[src/rtl/iff_pkg.sv]
// Package for the integer field formatter: transaction types, codes and the microcode table.
package iff_pkg;

	localparam int MAX_WIDTH = 63;
	localparam int TXT_DEPTH = 11;

	localparam logic [2:0] CMD_ECHO = 3'd0;
	localparam logic [2:0] CMD_CHAR = 3'd1;
	localparam logic [2:0] CMD_SDEC = 3'd2;
	localparam logic [2:0] CMD_UDEC = 3'd3;
	localparam logic [2:0] CMD_OCT  = 3'd4;
	localparam logic [2:0] CMD_HEX  = 3'd5;

	localparam logic [7:0] CH_MINUS = 8'h2d;
	localparam logic [7:0] CH_ZERO  = 8'h30;
	localparam logic [7:0] CH_SPACE = 8'h20;
	localparam logic [7:0] CH_HEX_A = 8'h57;

	localparam logic [31:0] RECIP_10 = 32'hcccccccd;

	localparam logic [3:0] PC_WAIT   = 4'd0;
	localparam logic [3:0] PC_KIND   = 4'd1;
	localparam logic [3:0] PC_MUL    = 4'd2;
	localparam logic [3:0] PC_DIG    = 4'd3;
	localparam logic [3:0] PC_PREP   = 4'd4;
	localparam logic [3:0] PC_CHK_S1 = 4'd5;
	localparam logic [3:0] PC_SIGN1  = 4'd6;
	localparam logic [3:0] PC_CHK_LP = 4'd7;
	localparam logic [3:0] PC_LPAD   = 4'd8;
	localparam logic [3:0] PC_CHK_S2 = 4'd9;
	localparam logic [3:0] PC_SIGN2  = 4'd10;
	localparam logic [3:0] PC_TEXT   = 4'd11;
	localparam logic [3:0] PC_CHK_TP = 4'd12;
	localparam logic [3:0] PC_TPAD   = 4'd13;
	localparam logic [3:0] PC_END    = 4'd14;

	typedef struct packed {
		logic [2:0]  cmd;
		logic        long_mode;
		logic [31:0] value;
		logic [7:0]  min_width;
		logic        left_justify;
		logic        zero_fill;
	} iff_in_t;

	typedef struct packed {
		logic [7:0] out_char;
		logic       last;
	} iff_out_t;

	typedef enum logic [1:0] {
		BASE_DEC,
		BASE_OCT,
		BASE_HEX
	} iff_base_t;

	typedef enum logic [2:0] {
		ACT_NONE,
		ACT_LOAD,
		ACT_MUL,
		ACT_DIGIT,
		ACT_PREP,
		ACT_PAD,
		ACT_POP
	} iff_act_t;

	typedef enum logic [1:0] {
		EMIT_NONE,
		EMIT_SIGN,
		EMIT_FILL,
		EMIT_TEXT
	} iff_emit_t;

	typedef enum logic [3:0] {
		COND_ALWAYS,
		COND_NEVER,
		COND_NOT_ACC,
		COND_IS_CHAR,
		COND_Q_NZ,
		COND_NO_SIGN1,
		COND_NO_LEAD,
		COND_PAD_MORE,
		COND_NO_SIGN2,
		COND_K_MORE,
		COND_NO_TRAIL
	} iff_cond_t;

	typedef struct packed {
		iff_act_t   act;
		iff_emit_t  emit;
		iff_cond_t  cond;
		logic [3:0] target;
	} iff_ctl_t;

	function automatic iff_ctl_t ctl_rom(input logic [3:0] pc);
		iff_ctl_t c;
		c = '{act: ACT_NONE, emit: EMIT_NONE, cond: COND_ALWAYS, target: PC_WAIT};
		case (pc)
			PC_WAIT:   c = '{act: ACT_LOAD,  emit: EMIT_NONE, cond: COND_NOT_ACC,  target: PC_WAIT};
			PC_KIND:   c = '{act: ACT_NONE,  emit: EMIT_NONE, cond: COND_IS_CHAR,  target: PC_PREP};
			PC_MUL:    c = '{act: ACT_MUL,   emit: EMIT_NONE, cond: COND_NEVER,    target: PC_WAIT};
			PC_DIG:    c = '{act: ACT_DIGIT, emit: EMIT_NONE, cond: COND_Q_NZ,     target: PC_MUL};
			PC_PREP:   c = '{act: ACT_PREP,  emit: EMIT_NONE, cond: COND_NEVER,    target: PC_WAIT};
			PC_CHK_S1: c = '{act: ACT_NONE,  emit: EMIT_NONE, cond: COND_NO_SIGN1, target: PC_CHK_LP};
			PC_SIGN1:  c = '{act: ACT_NONE,  emit: EMIT_SIGN, cond: COND_NEVER,    target: PC_WAIT};
			PC_CHK_LP: c = '{act: ACT_NONE,  emit: EMIT_NONE, cond: COND_NO_LEAD,  target: PC_CHK_S2};
			PC_LPAD:   c = '{act: ACT_PAD,   emit: EMIT_FILL, cond: COND_PAD_MORE, target: PC_LPAD};
			PC_CHK_S2: c = '{act: ACT_NONE,  emit: EMIT_NONE, cond: COND_NO_SIGN2, target: PC_TEXT};
			PC_SIGN2:  c = '{act: ACT_NONE,  emit: EMIT_SIGN, cond: COND_NEVER,    target: PC_WAIT};
			PC_TEXT:   c = '{act: ACT_POP,   emit: EMIT_TEXT, cond: COND_K_MORE,   target: PC_TEXT};
			PC_CHK_TP: c = '{act: ACT_NONE,  emit: EMIT_NONE, cond: COND_NO_TRAIL, target: PC_WAIT};
			PC_TPAD:   c = '{act: ACT_PAD,   emit: EMIT_FILL, cond: COND_PAD_MORE, target: PC_TPAD};
			PC_END:    c = '{act: ACT_NONE,  emit: EMIT_NONE, cond: COND_ALWAYS,   target: PC_WAIT};
			default:   c = '{act: ACT_NONE,  emit: EMIT_NONE, cond: COND_ALWAYS,   target: PC_WAIT};
		endcase
		return c;
	endfunction

	function automatic logic [7:0] digit_char(input logic [3:0] d);
		return (d < 4'd10) ? (CH_ZERO + {4'd0, d}) : (CH_HEX_A + {4'd0, d});
	endfunction

endpackage

[src/rtl/integer_field_formatter.sv]
// Integer field formatter top level: microcoded sequencer formatting one conversion per transaction.
//
//  channel | dir | type               | handshake
//  cmd     | in  | iff_pkg::iff_in_t  | cmd_valid / cmd_ready
//  chr     | out | iff_pkg::iff_out_t | chr_valid / chr_ready
//
// A transaction runs N + 2*D + 7 microcode steps, one more with trailing padding:
// N characters, D digits (none for character kinds), each digit two microcode steps through
// the shared divide-by-base datapath, one step per emitted character, plus seven fixed steps.
// cmd_ready is high only while the sequencer waits at its first step.
// arst_n clears the step counter and the output valid; payload registers are not reset.
// A stall on chr_ready holds the sequencer at its emit step until the slot frees.
module integer_field_formatter #(
	parameter int MAX_WIDTH = iff_pkg::MAX_WIDTH
) (
	input  logic              clk,
	input  logic              arst_n,
	input  logic              cmd_valid,
	output logic              cmd_ready,
	input  iff_pkg::iff_in_t  cmd_data,
	output logic              chr_valid,
	input  logic              chr_ready,
	output iff_pkg::iff_out_t chr_data
);

	logic [3:0]         pc_q;
	logic [3:0]         pc_d;
	iff_pkg::iff_ctl_t  ctl;

	logic               chr_valid_q;
	iff_pkg::iff_out_t  chr_data_q;

	iff_pkg::iff_base_t base_q;
	logic               is_char_q;
	logic               neg_q;
	logic               zf_q;
	logic               lj_q;
	logic [5:0]         w_q;
	logic [31:0]        mag_q;
	logic [63:0]        prod_q;
	logic [7:0]         txt_q [iff_pkg::TXT_DEPTH];
	logic [3:0]         k_q;
	logic [5:0]         pad_q;
	logic [5:0]         rem_q;

	logic               accept;
	logic               slot_free;
	logic               go;
	logic               emit_fire;
	logic               cond_true;
	logic [31:0]        quo;
	logic [31:0]        quo10;
	logic [31:0]        rem_dec;
	logic [3:0]         digit;
	logic [3:0]         top_idx;
	logic [4:0]         need;
	logic [5:0]         total;
	logic [7:0]         emit_char;
	logic               is_echo;
	logic               is_num;
	logic [31:0]        mag_in;
	logic               neg_in;

	assign ctl       = iff_pkg::ctl_rom(pc_q);
	assign cmd_ready = (ctl.act == iff_pkg::ACT_LOAD);
	assign accept    = cmd_valid && cmd_ready;
	assign slot_free = !chr_valid_q || chr_ready;
	assign go        = (ctl.emit == iff_pkg::EMIT_NONE) || slot_free;
	assign emit_fire = (ctl.emit != iff_pkg::EMIT_NONE) && slot_free;
	assign chr_valid = chr_valid_q;
	assign chr_data  = chr_data_q;
	assign top_idx   = k_q - 4'd1;

	always_comb begin
		is_echo = (cmd_data.cmd == iff_pkg::CMD_ECHO) || (cmd_data.cmd > iff_pkg::CMD_HEX);
		is_num  = !is_echo && (cmd_data.cmd != iff_pkg::CMD_CHAR);
		mag_in  = cmd_data.long_mode ? cmd_data.value : {16'd0, cmd_data.value[15:0]};
		neg_in  = 1'b0;
		if (cmd_data.cmd == iff_pkg::CMD_SDEC) begin
			if (cmd_data.long_mode && cmd_data.value[31]) begin
				neg_in = 1'b1;
				mag_in = ~cmd_data.value + 32'd1;
			end else if (!cmd_data.long_mode && cmd_data.value[15]) begin
				neg_in = 1'b1;
				mag_in = 32'h0001_0000 - {16'd0, cmd_data.value[15:0]};
			end
		end
	end

	always_comb begin
		case (base_q)
			iff_pkg::BASE_OCT: begin
				quo   = {3'd0, mag_q[31:3]};
				digit = {1'b0, mag_q[2:0]};
			end
			iff_pkg::BASE_HEX: begin
				quo   = {4'd0, mag_q[31:4]};
				digit = mag_q[3:0];
			end
			default: begin
				quo   = {3'd0, prod_q[63:35]};
				digit = rem_dec[3:0];
			end
		endcase
	end

	assign quo10   = {quo[28:0], 3'd0} + {quo[30:0], 1'b0};
	assign rem_dec = mag_q - quo10;

	assign need  = {1'b0, k_q} + {4'd0, neg_q};
	assign total = (w_q > {1'b0, need}) ? w_q : {1'b0, need};

	always_comb begin
		case (ctl.emit)
			iff_pkg::EMIT_SIGN: emit_char = iff_pkg::CH_MINUS;
			iff_pkg::EMIT_FILL: emit_char = zf_q ? iff_pkg::CH_ZERO : iff_pkg::CH_SPACE;
			iff_pkg::EMIT_TEXT: emit_char = txt_q[top_idx];
			default:            emit_char = iff_pkg::CH_SPACE;
		endcase
	end

	always_comb begin
		case (ctl.cond)
			iff_pkg::COND_ALWAYS:   cond_true = 1'b1;
			iff_pkg::COND_NEVER:    cond_true = 1'b0;
			iff_pkg::COND_NOT_ACC:  cond_true = !accept;
			iff_pkg::COND_IS_CHAR:  cond_true = is_char_q;
			iff_pkg::COND_Q_NZ:     cond_true = (quo != 32'd0);
			iff_pkg::COND_NO_SIGN1: cond_true = !(neg_q && zf_q);
			iff_pkg::COND_NO_LEAD:  cond_true = lj_q || (pad_q == 6'd0);
			iff_pkg::COND_PAD_MORE: cond_true = (pad_q != 6'd1);
			iff_pkg::COND_NO_SIGN2: cond_true = !(neg_q && !zf_q);
			iff_pkg::COND_K_MORE:   cond_true = (k_q != 4'd1);
			iff_pkg::COND_NO_TRAIL: cond_true = !lj_q || (pad_q == 6'd0);
			default:                cond_true = 1'b1;
		endcase
	end

	always_comb begin
		pc_d = pc_q;
		if (go) begin
			pc_d = cond_true ? ctl.target : (pc_q + 4'd1);
		end
	end

	always_ff @(posedge clk or negedge arst_n) begin
		if (!arst_n) begin
			pc_q        <= iff_pkg::PC_WAIT;
			chr_valid_q <= 1'b0;
		end else begin
			pc_q <= pc_d;
			if (emit_fire) begin
				chr_valid_q <= 1'b1;
			end else if (chr_ready) begin
				chr_valid_q <= 1'b0;
			end
		end
	end

	always_ff @(posedge clk) begin
		if (emit_fire) begin
			chr_data_q.out_char <= emit_char;
			chr_data_q.last     <= (rem_q == 6'd1);
			rem_q               <= rem_q - 6'd1;
		end
		if (go) begin
			case (ctl.act)
				iff_pkg::ACT_LOAD: begin
					if (accept) begin
						is_char_q <= !is_num;
						neg_q     <= neg_in;
						zf_q      <= is_num && cmd_data.zero_fill;
						lj_q      <= cmd_data.left_justify;
						mag_q     <= mag_in;
						if (is_echo || (cmd_data.min_width > 8'(MAX_WIDTH))) begin
							w_q <= 6'd0;
						end else begin
							w_q <= cmd_data.min_width[5:0];
						end
						if (cmd_data.cmd == iff_pkg::CMD_OCT) begin
							base_q <= iff_pkg::BASE_OCT;
						end else if (cmd_data.cmd == iff_pkg::CMD_HEX) begin
							base_q <= iff_pkg::BASE_HEX;
						end else begin
							base_q <= iff_pkg::BASE_DEC;
						end
						if (is_num) begin
							k_q <= 4'd0;
						end else begin
							txt_q[0] <= cmd_data.value[7:0];
							k_q      <= 4'd1;
						end
					end
				end
				iff_pkg::ACT_MUL: begin
					prod_q <= mag_q * iff_pkg::RECIP_10;
				end
				iff_pkg::ACT_DIGIT: begin
					txt_q[k_q] <= iff_pkg::digit_char(digit);
					k_q        <= k_q + 4'd1;
					mag_q      <= quo;
				end
				iff_pkg::ACT_PREP: begin
					pad_q <= total - {1'b0, need};
					rem_q <= total;
				end
				iff_pkg::ACT_PAD: begin
					pad_q <= pad_q - 6'd1;
				end
				iff_pkg::ACT_POP: begin
					k_q <= k_q - 4'd1;
				end
				default: begin
				end
			endcase
		end
	end

endmodule

[config.mk]
export PLATFORM = sky130hd
export DESIGN_NAME = integer_field_formatter
export DESIGN_NICKNAME = d
export VERILOG_FILES = /design/src/rtl/iff_pkg.sv /design/src/rtl/integer_field_formatter.sv
export SDC_FILE = /design/constraint.sdc
export NUM_CORES = 2
export LEC_CHECK = 0
export BUFFER_PORTS_ARGS = -buffer_cell sky130_fd_sc_hd__buf_4
export CORE_MARGIN = 2
export CORE_UTILIZATION = 25
export CTS_BUF_LIST = sky130_fd_sc_hd__clkbuf_8
export DETAILED_ROUTE_END_ITERATION = 7
export SLEW_MARGIN = 20
export SYNTH_ARGS = -nofsm -noshare
export SYNTH_HDL_FRONTEND = slang
export SYNTH_SLANG_ARGS = --single-unit
[constraint.sdc]
create_clock -name clk -period 10.55 [get_ports clk]
set_clock_uncertainty 0.15 [all_clocks]
set_input_delay 1.5825 -clock clk [delete_from_list [all_inputs] [get_ports clk]]
set_output_delay 1.5825 -clock clk [all_outputs]
set_load 0.05 [all_outputs]
* Word-level counts from Yosys, hierarchy flattened *
Memory sizes are Yosys's and may differ from the RTL's.
Index checks and enable logic that the tools add are counted.

storage, ports and cells
  logic and storage cells = 140
  output and inout bits = 11
  memories kept = 2
  RAM bits = 88
  memory bits (read-only) = 208
  register bits = 138
  input port bits = 50

cells by class
  bitwise logic cells = 1
  equal/unequal tests = 29
  $mul = 1
  reduce and logical (&&, ||, !) cells = 38
  add/sub/neg operators = 13
  order comparisons = 4
  mux-type cells = 37

memories
  name              words  bits a word  rd ports  clocked after Yosys merged registers in  write ports  RTL line                       text
  (name not given)  16     13           1         0                                        0            iff_pkg.sv:98                  case (pc)
  txt_q             11     8            1         0                                        1            integer_field_formatter.sv:41  logic [7:0] txt_q [iff_pkg::TXT_DEPTH];

operators by type and width
  cell                                                                   number
  32-bit two-way mux                                                     5
  32-bit by 32-bit multiplier with 64-bit output, second input constant  1
  32-bit one-hot mux with 2 select lines                                 1
  29-bit one-hot mux with 2 select lines                                 1
  32-bit by 1-bit adder with 32-bit output, second input constant        1
  32-bit NOT                                                             1
  32-bit nonzero test                                                    1
  6-bit two-way mux                                                      4
  8-bit one-hot mux with 3 select lines                                  1
  17-bit by 16-bit subtractor with 18-bit output, first input constant   1
  4-bit by 3-bit == test with 1-bit output, second input constant        4
  8-bit two-way mux                                                      2
  3-bit == test, second input constant                                   5
  1-bit two-way mux                                                      14
  4-bit == test, second input constant                                   3
  4-bit two-way mux                                                      3
  4-bit one-hot mux with 3 select lines                                  1
  6-bit one-hot mux with 2 select lines                                  1
  6-bit by 1-bit subtractor with 6-bit output, second input constant     2
  1-bit one-hot mux with 10 select lines                                 1
  3-bit by 2-bit == test with 1-bit output, second input constant        3
  1-bit zero test                                                        9
  3-bit AND reduction                                                    3
  4-bit by 1-bit adder with 4-bit output, second input constant          2
  other kinds (33)                                                       53

* Longest topological paths before layout *
  depth in word-level cells = 10
  mapped depth = 27
  depth with buffers taken out = 27

* Least setup slack after synthesis *
No wires, ideal clock.

  path kind = flip-flop to flip-flop
  start point = register mag_q[19]
  end point = register prod_q[53], data pin
  slack = 3.195 ns
  stages on the path, launching flop included = 26
  buffers on the path = 0
  setup time = 0.176 ns
  arrival = 7.029 ns
  required time = 10.224 ns
  clock period less this slack = 7.355 ns
  cells stage by stage = edfxtp_1 -> ha_1 -> inv_1 -> fa_1 -> inv_1 -> fa_1 -> inv_1 -> fa_1 -> inv_1 -> fa_1 -> fa_1 -> fa_1 -> inv_1 -> fa_1 -> inv_1 -> ha_1 -> a21o_1 -> a211oi_1 -> o311ai_1 -> a221oi_2 -> nor2_1 -> o311a_1 -> o21a_1 -> or2_4 -> a2111o_1 -> o311ai_2

on the way
  word-level cells in the longest chain between the ends = 1

RTL lines
  what                                            RTL line                        text
  from (decl)                                     integer_field_formatter.sv:39   logic [31:0] mag_q;
  from (signal assigned)                          integer_field_formatter.sv:174  mag_q <= mag_in;
  from (signal assigned)                          integer_field_formatter.sv:201  mag_q <= quo;
  32-bit by 32-bit multiplier with 64-bit output  integer_field_formatter.sv:196  prod_q <= mag_q * iff_pkg::RECIP_10;
  to (signal assigned)                            integer_field_formatter.sv:196
  to (decl)                                       integer_field_formatter.sv:40   logic [63:0] prod_q;

Every way passes these cells.
A chain may end at the register's enable or synchronous reset.

* Final worst setup path *
  start point = register mag_q[3]
  end point = register prod_q[53], data pin

Same word-level chain as after synthesis.

==> results.ini <==
[setup_path]
arrival_ns = 8.63
path_delay_family = adder cells
reg2regPathDepth = 22
max_stage_delay_ns = 0.64
cp-start-kind = flip-flop
cp.required_ns = 10.71
slowest_stage = edfxtp_1
cp_common_cell = fa_1
cp.buffers_inverters = 2
worstSetupPathType = reg2reg
cp-end-kind = flip-flop
crit_chain = ha_1 -> xor2_1 -> xor2_1 -> fa_1 -> fa_1 -> fa_1 -> fa_1 -> fa_1 -> inv_1 -> fa_1 -> inv_1 -> ha_1 -> a21o_1 -> a211oi_1 -> o311ai_1 -> a221oi_2 -> nor2_1 -> o311a_1 -> o21a_1 -> or2_4 -> a2111o_1 -> o311ai_2
cp_max_fo = 11
path_depth = 22

[yosys]
ys_seq_area_share_pct = 21.4
yosysTopAreaCell = fa_1
syn_nets = 3308
yosysWarnings = 0
synth_edf_count = 180
yosysUniqueCellTypes = 81
ys.flop_type = edfxtp_1
async_flop_share_pct = 2.62
syn-cell-area_mm2 = 0.0264
netlist_top_cells_area = fa_1, edfxtp_1, ha_1
syn_inst = 2491
synth_top_area_share_pct = 29.3
avgSynthCellArea_um2 = 10.6
synth-seq-cells = 191

[grt]
grt_usage_pct = 13.6
grt_pass1_vias = 18521
antenna_found_initial = 1
grt_max_degree = 66
overflow = 0
grt_pass1_wl_mm = 112

[die]
rows = 119
fp.dieH_um = 329
die-area_mm2 = 0.108
ios = 61
initial_core_util_pct = 25.1
coreArea_mm2 = 0.105
die_w_um = 329

[clock_tree]
postCtsSetupBuffers = 0
cts_buffer_depth = 2
cts_tree = done
cts-resized-gates = 0
cts_sinks = 191
clk_latency_ns = 0.50
clk_pin_slew_ns = 0.13
numCtsBuffers = 17
postCtsHoldBufs = 0
cts_root_buf = clkbuf_8
h-tree-depth = 4

[timing]
slew_headroom_pct = 22.0
tns_ns = 0
fmax_mhz = 118
setup_violations = 0
finalCritPeriodShare_pct = 80.3
hold_slack_ns = 0.440
fin_crit_ns = 8.47
slew_viol_final = 0
rsz0062_at_grt = no
hold_viol = 0
tightest_slew_ns = 1.17

[place]
hpwl_mm = 62.4
globalplace.congestion = 0.953
io_buffers = 60
placed_cells = 3909

[status]
status = finished, final reports clean

[min_path]
hold_depth = 2
hold_class = reg2reg

[cells_and_area]
drive_gt1_share_pct = 6.47
instances_no_fill = 3942
area_growth_pct = 9.82
fin_nets = 3354

[job]
drv_cap = 0

[drt]
post-route-drc-count = 0
dr.pass1.iters = 5
viasPerCell = 4.49
totalWireLength_mm = 72.4
num_vias = 17699
wl_per_cell_um = 18.4
first_iter_violations = 1252
drtAntennaViolNets = 0

[final cells by class]
class / instances / area (um^2)
Fill cell: 11090 / 76100
Clock inverter: 15 / 185
Timing Repair Buffer: 82 / 616
Inverter: 580 / 2180
Sequential cell: 191 / 5650
Multi-Input combinational cell: 1665 / 18400
Antenna cell: 1 / 2.50
Tap cell: 1391 / 1740
Clock buffer: 17 / 234
[flip-flops by register name (all words and copies together) (netlist names), 2 cells and up]
register  count
prod_q       29
base_q        2
pc_q          4
txt_q        88
pad_q         6
chr_data      9
w_q           6
k_q           4
rem_q         6
mag_q        32
[cells by family (layout without fill, tap and decap cells)]
family	Yosys count	count (layout)	share of synthesized area, %
xor gates and xnor gates	124	124	4.11
muxes	45	45	2.53
adders and majority gates	767	767	47.3
and+or+nand+nor	359	359	6.65
buffers and inverters	635	694	9.03
DFF	191	191	21.4
other	0	1	0
AOI/OAI and AO/OA	370	370	8.99
[worst reg2reg max path: stages, from the launching register on]
cell and delay (ns):
edfxtp_1 0.64, ha_1 0.53, xor2_1 0.62, xor2_1 0.35
fa_1 0.49, fa_1 0.47, fa_1 0.40, fa_1 0.43
fa_1 0.52, inv_1 0.05, fa_1 0.49, inv_1 0.05
ha_1 0.34, a21o_1 0.21, a211oi_1 0.24, o311ai_1 0.18
a221oi_2 0.56, nor2_1 0.20, o311a_1 0.41, o21a_1 0.22
or2_4 0.26, a2111o_1 0.43, o311ai_2 0.08
[synth_stat cells, drive strengths merged (10+ instances only)]
master    n
a21o     36
a21oi   132
a22oi    29
and2     23
clkbuf   48
edfxtp  180
fa      387
ha      380
inv     580
mux2i    23
mux4     17
nand2    99
nand2b   11
nand3    16
nand4    15
nor2    100
nor2b    12
nor3     31
o211ai   13
o21a     11
o21ai    69
o22ai    13
or3      10
xnor2    59
xor2     65
[final timing paths]
path                       slack [ns]               endpoint          startpoint
setup / recovery                 2.08   prod_q[53]$_DFFE_PP_  mag_q[3]$_DFFE_PP_
hold / removal                   0.44       rem_q[4]$_DFF_P_    rem_q[4]$_DFF_P_
setup reg to reg                 2.08   prod_q[53]$_DFFE_PP_  mag_q[3]$_DFFE_PP_
hold reg to reg                  0.44       rem_q[4]$_DFF_P_    rem_q[4]$_DFF_P_
max in group asynchronous        9.41    pc_q[0]$_DFFE_PN0P_              arst_n
min in group asynchronous        0.71  chr_valid$_DFFE_PN0P_              arst_n
[placed cells by master (no fill, tap or decap), types with 4 or more instances in the layout]
cell type	count
nand4_1	15
nand3_1	16
nor2_1	100
xor2_1	65
nor2b_1	12
a211o_1	4
and3_1	9
a21oi_1	129
o211ai_1	12
or2_2	4
o31ai_1	8
a211oi_1	7
nand2_1	98
or3_1	9
o21ai_0	67
nor4_1	6
clkbuf_8	17
a31oi_1	7
o22ai_1	13
a22o_1	4
a21o_1	34
dfrtp_1	5
dfxtp_1	6
and2_1	23
a22oi_1	29
buf_4	82
fa_1	387
nand2b_1	11
xnor2_1	58
mux2_2	5
clkinv_8	5
edfxtp_1	180
o21a_1	11
mux2i_1	23
ha_1	379
a221oi_1	4
inv_1	579
nor3_1	29
mux4_2	17
o21bai_1	4
[routing by layer]
metal,up-vias,part of all wire [%],GRT usage (%)
li1,8276,-,-
met5,-,0,0
met4,0,2.5,3.63
met3,82,6.7,3.00
met1,8862,44,18.4
met2,479,47,22.0
[through the flow]
stage	setup WS [ns]	util (%)	instance area, um^2
2_1_floorplan	3.19	-	26400
3_3_place_gp	2.22	27.2	28600
3_5_place_dp	2.15	27.2	28600
4_1_cts	2.14	27.6	29000
5_1_grt	1.84	27.6	29000
6_report	2.08	27.6	29000
Power is left out: the tool's default activity adds up to more than one toggle a clock period on the data nets, which glitch-free logic cannot reach.
